### config.mk
export PLATFORM = sky130hd
export DESIGN_NAME = pcq_mac
export DESIGN_NICKNAME = d
export VERILOG_FILES = /design/src/hw/rtl/pointwise_conv_int8_bias_requant_assert.svh /design/src/hw/rtl/pcq_mac.sv
export SDC_FILE = /design/constraint.sdc
export NUM_CORES = 2
export LEC_CHECK = 0
export ABC_CLOCK_PERIOD_IN_PS = 14500
export BUFFER_PORTS_ARGS = -buffer_cell sky130_fd_sc_hd__buf_4
export CORE_ASPECT_RATIO = 0.9
export CORE_MARGIN = 1.5
export CORE_UTILIZATION = 54
export DETAILED_ROUTE_END_ITERATION = 8
export PLACE_DENSITY = 0.77
export REMOVE_ABC_BUFFERS = 1
export SYNTH_ARGS = -nofsm -noshare
export SYNTH_HDL_FRONTEND = slang
export SYNTH_SLANG_ARGS = --single-unit
### constraint.sdc
create_clock -name i_clk -period 14.5 [get_ports i_clk]
set_input_delay 0.725 -clock i_clk [delete_from_list [all_inputs] [get_ports i_clk]]
set_output_delay 0.725 -clock i_clk [all_outputs]
set_load 0.05 [all_outputs]
### src/hw/rtl/pointwise_conv_int8_bias_requant_assert.svh
// Assertion macros used by the RTL of the pointwise convolution block.
`ifndef POINTWISE_CONV_INT8_BIAS_REQUANT_ASSERT_SVH
`define POINTWISE_CONV_INT8_BIAS_REQUANT_ASSERT_SVH
// Assert that an antecedent implies a consequent on the same edge.
`define PCQ_ASSERT_IMP(label, clk, rst_n, ante, cons, msg) \
    label: assert property (@(posedge clk) disable iff (!rst_n) (ante) |-> (cons)) \
        else $error(msg);
// Assert that an antecedent implies a consequent on the next edge.
`define PCQ_ASSERT_NEXT(label, clk, rst_n, ante, cons, msg) \
    label: assert property (@(posedge clk) disable iff (!rst_n) (ante) |=> (cons)) \
        else $error(msg);
`endif

### src/hw/rtl/pcq_mac.sv
`timescale 1ns / 1ps
module pcq_mac (
    input  logic        i_clk,
    input  logic        i_clr,
    input  logic        i_acc,
    input  logic [31:0] i_bias,
    input  logic [7:0]  i_act,
    input  logic [63:0] i_wrow,
    output logic [8*48-1:0] o_acc
);
    // Eight lanes, one per output channel; each multiplies the same activation.
    logic signed [47:0] r_acc [8];
    logic signed [47:0] n_acc [8];

    always_comb begin
        for (int k = 0; k < 8; k++) begin
            n_acc[k] = r_acc[k];
            if (i_clr) begin
                n_acc[k] = 48'(signed'(i_bias));
            end else if (i_acc) begin
                n_acc[k] = r_acc[k] + 48'(signed'(i_act) * signed'(i_wrow[8*k +: 8]));
            end
        end
    end

    always_ff @(posedge i_clk) begin
        for (int k = 0; k < 8; k++) begin
            r_acc[k] <= n_acc[k];
        end
    end

    always_comb begin
        for (int k = 0; k < 8; k++) begin
            o_acc[48*k +: 48] = r_acc[k];
        end
    end
endmodule

==> Yosys cells after proc, flatten, opt, wreduce, memory -nomap -nowiden <==
Memories as Yosys holds them, arrays and structs flattened.
Cells that the tools add are included.
W data, S select, Z words.
{ "word_totals": {"register_bits": 0, "mem_bits_rw": 384, "inputBits": 107, "mem_count": 1} }
{ "op_classes": {"addsub": 8, "multipliers": 8, "n_mux": 16} }
{ "mem_list": {"columns": ["memory", "depth", "word_bits", "rd", "rd_clocked_by_memory_dff", "wr", "line_no", "rtl"], "rows": [
  ["r_acc", 8, 48, 8, 0, 8, "pcq_mac.sv:12", "logic signed [47:0] r_acc [8];"]
]} }
{ "op_table": {"columns": ["cell", "n"], "rows": [
  ["$mux W48", 16],
  ["$add A48 B16 Y48", 8],
  ["$mul A8 B8 Y16", 8]
]} }

==> Longest topological paths before layout <==
{ "depth": {"depth_word": 4, "ltp_mapped": 24, "mapped_depth_nobuf": 22} }

==> Worst setup path before layout <==
Ideal clock, no wire load.
{ "synth_timing": {"path_kind": "in2reg", "from": "input i_act[7]", "to": "memory r_acc[2][46], in the netlist r_acc[0][142], data pin", "arrival_time_ns": 7.651, "required_ns": 14.226, "slack_ns": 6.575, "path_stages": 20, "cell_sequence": "clkbuf_1 -> and2_1 -> inv_1 -> fa_1 -> inv_1 -> fa_1 -> fa_1 -> fa_1 -> fa_1 -> ha_1 -> o21a_1 -> o31ai_1 -> a211oi_1 -> a211oi_1 -> o41ai_2 -> a2111oi_0 -> nor3_1 -> o21ai_0 -> mux2i_1 -> nand3_1"} }
{ "synth_lines": {"columns": ["item", "line_no", "rtl"], "rows": [
  ["start, declared", "pcq_mac.sv:7", "input logic [7:0] i_act,"],
  ["end, declared", "pcq_mac.sv:12", null]
]} }

==> impl_metrics.tcl <==
set metrics [dict create \
    synth_common_cells "fa_1 (1600), inv_1 (944), ha_1 (816), o21ai_0 (479), nand2_1 (437)" \
    die_area_um2 144000 \
    hpwlAfterDp_um 173000 \
    clkTransAtPathRegs_ns 0.06 \
    hold_viol_final 0 \
    via_per_inst 5.92 \
    yosysSeqAreaShare_pct 15.0 \
    synthesis.area_um2 76600 \
    r2r_start "r_acc[0][6]" \
    synth_seq_cells 384 \
    hp-class "in2reg" \
    yosys_warnings 0 \
    top_register "r_acc" \
    path_class "in2reg" \
    worstSkewPairLatency_ns 0.71 \
    synth_area_leaders "fa_1 (42%), edfxtp_1 (15%), ha_1 (13%)" \
    grtUsageTotal_pct 31.8 \
    slew_headroom_pct 17.6 \
    tightest_slew_ns 1.23 \
    cts_buffers 57 \
    die_height_um 360 \
    synth_edf_count 384 \
    grt_overflow 0 \
    ant_nets 0 \
    initial_core_util_pct 54.7 \
    start_kind "primary input" \
    crit_required_ns 14.90 \
    critPathMaxFanout 37 \
    port_buffers 490 \
    grt_pass1_wl_um 349000 \
    rsz0062_at_grt "false" \
    yosysUniqueCellTypes 83 \
    post_cts_buffers 0 \
    rows 130 \
    antenna_found_initial 40 \
    slew_violations 0 \
    core_area_um2 140000 \
    worstSetupEndpointType "flip-flop" \
    final_layout_size_suffix_gt1_share_pct 9.66 \
    ys.flop_type "edfxtp_1" \
    cts-root-buf "clkbuf_16" \
    setup_violations 0 \
    r2r_end "r_acc[0][45]" \
    area_growth_pct 10.5 \
    h-tree-depth 2 \
    max_freq_ghz 0.126 \
    synth_area_per_cell_um2 10.9 \
    pin_count 491 \
    drtIter0Drc 4370 \
    gp_congestion 0.953 \
    r2r_cells 20 \
    cts.path.max_buffers 3 \
    drt_wl_total_um 222000 \
    dr.pass1.iters 8 \
    min-delay-start "i_bias[12]" \
    wl_per_cell_um 23.6 \
    max_cap_viol_count 0 \
    yosys.area.top_type "fa_1" \
    fin_setup_tns_ns 0 \
    fin_crit_sh_pct 54.7 \
    largest_reg_flops 384 \
    arrival_ns 8.34 \
    cts_hold_buf 0 \
    fin_nets 10000 \
    final_core_util_pct 60.4 \
    cts_resized 0 \
    worst_clock_skew_ns 0.0391 \
    vias 55800 \
    drc 0 \
    fillCellCount 11400 \
    yosysMostFrequentCell "fa_1" \
    grt_pass1_vias 59600 \
    finalCriticalPeriod_ns 7.93 \
    async_flop_share_pct 0 \
    status "complete, no violations" \
    crit_path_start "i_act[7]" \
    cts_tree "yes" \
    cp-endpoint "r_acc[0][45]" \
    grt_start_max_net_pins 119 \
    reg2reg_slack_ns 7.86 \
    die_w_um 400 \
    clock_sinks 384 \
    synth_cells 7042 \
    synth.top_cell.area_share_pct 41.8 \
    reg_top3 "r_acc: 384 flops" \
]
[worst min path at each step]
stage          cells after the start            end  slack [ns]
2_1_floorplan                      2   r_acc[0][11]        0.93
3_3_place_gp                       3  r_acc[0][144]        0.74
3_5_place_dp                       3  r_acc[1][144]        0.75
4_1_cts                            2   r_acc[0][60]        0.34
5_1_grt                            2   r_acc[0][60]        0.38
6_report                           2   r_acc[0][60]        0.39
[cell type report]
| class | count | area (um2) | share of cell area, % |
|---|---|---|---|
| well taps | 1848 | 2310 | 2.73 |
| diodes | 56 | 140 | 0.166 |
| clock buffers | 60 | 1440 | 1.70 |
| flip-flops and latches | 384 | 11500 | 13.6 |
| clock inverters | 45 | 517 | 0.610 |
| repair buffers | 575 | 4340 | 5.12 |
| inverters | 952 | 3580 | 4.22 |
| multi-input cells | 5508 | 60800 | 71.8 |
[per-layer routing]
layer / global-route usage [%] / vias up / share of wire, %
met2: 48.1 / 2428 / 45
met4: 14.7 / 40 / 4.6
li1: - / 24500 / -
met5: 0 / - / 0.12
met1: 41.6 / 28400 / 39
met3: 10.2 / 486 / 11
[cell usage in the layout (no fill, tap or decap), types with 20 or more instances in the layout]
cell,instances
o31ai_1,23
a21o_1,223
xnor2_1,190
o21a_1,37
nor2_1,202
and3_1,55
clkbuf_16,57
o21bai_1,40
nand2_1,436
fa_1,1600
buf_4,573
inv_1,943
and2_1,269
ha_1,816
o21ai_0,479
nand4_1,35
nor2b_1,44
xor2_1,172
o211ai_1,22
a21oi_1,350
edfxtp_1,384
clkinv_1,20
nand2b_1,47
a31oi_1,49
nor3_1,31
a211oi_1,43
diode_2,56
nand3_1,83
[cells by family (layout without fill, tap and decap cells)]
logic type | after synthesis | count (layout) | share of synthesized area (%)
adder cells (fa/ha/maj) | 2416 | 2416 | 55.1
flip-flops | 384 | 384 | 15.0
AND/OR/NAND/NOR | 1280 | 1280 | 8.24
AO/OA/AOI/OAI | 1440 | 1440 | 11.7
other | 0 | 56 | 0
XOR/XNOR | 362 | 362 | 4.14
buffers and inverters | 1150 | 1632 | 5.63
multiplexers | 10 | 10 | 0.139
[worst max-delay path, cell delays in order]
cell,delay [ns]
buf_4,0.31
buf_4,0.55
nand2_1,0.28
fa_1,0.67
fa_1,0.92
inv_1,0.09
buf_4,0.31
fa_1,0.56
fa_1,0.42
ha_1,0.28
ha_1,0.39
inv_1,0.12
o211ai_1,0.29
a221oi_1,0.14
o21ba_2,0.23
a2111oi_0,1.00
o2111ai_1,0.22
nor2b_1,0.21
o21ai_0,0.25
and2_1,0.18
o31ai_1,0.07
[per-stage QoR]
stage / cell area [um2] / hold slack [ns] / setup WS (ns) / std cells
floorplan: 75900 / 0.925 / 6.74 / 6844
finish: 84700 / 0.390 / 6.57 / 9428
detailed placement: 82600 / 0.753 / 5.94 / 9267
CTS: 84500 / 0.343 / 6.67 / 9372
global route: 84600 / 0.375 / 6.08 / 9382
global placement: 82600 / 0.738 / 6.07 / 9267
Power is not shown: default switching activity piles up to over one toggle a cycle in this logic, so the estimate is an artifact.
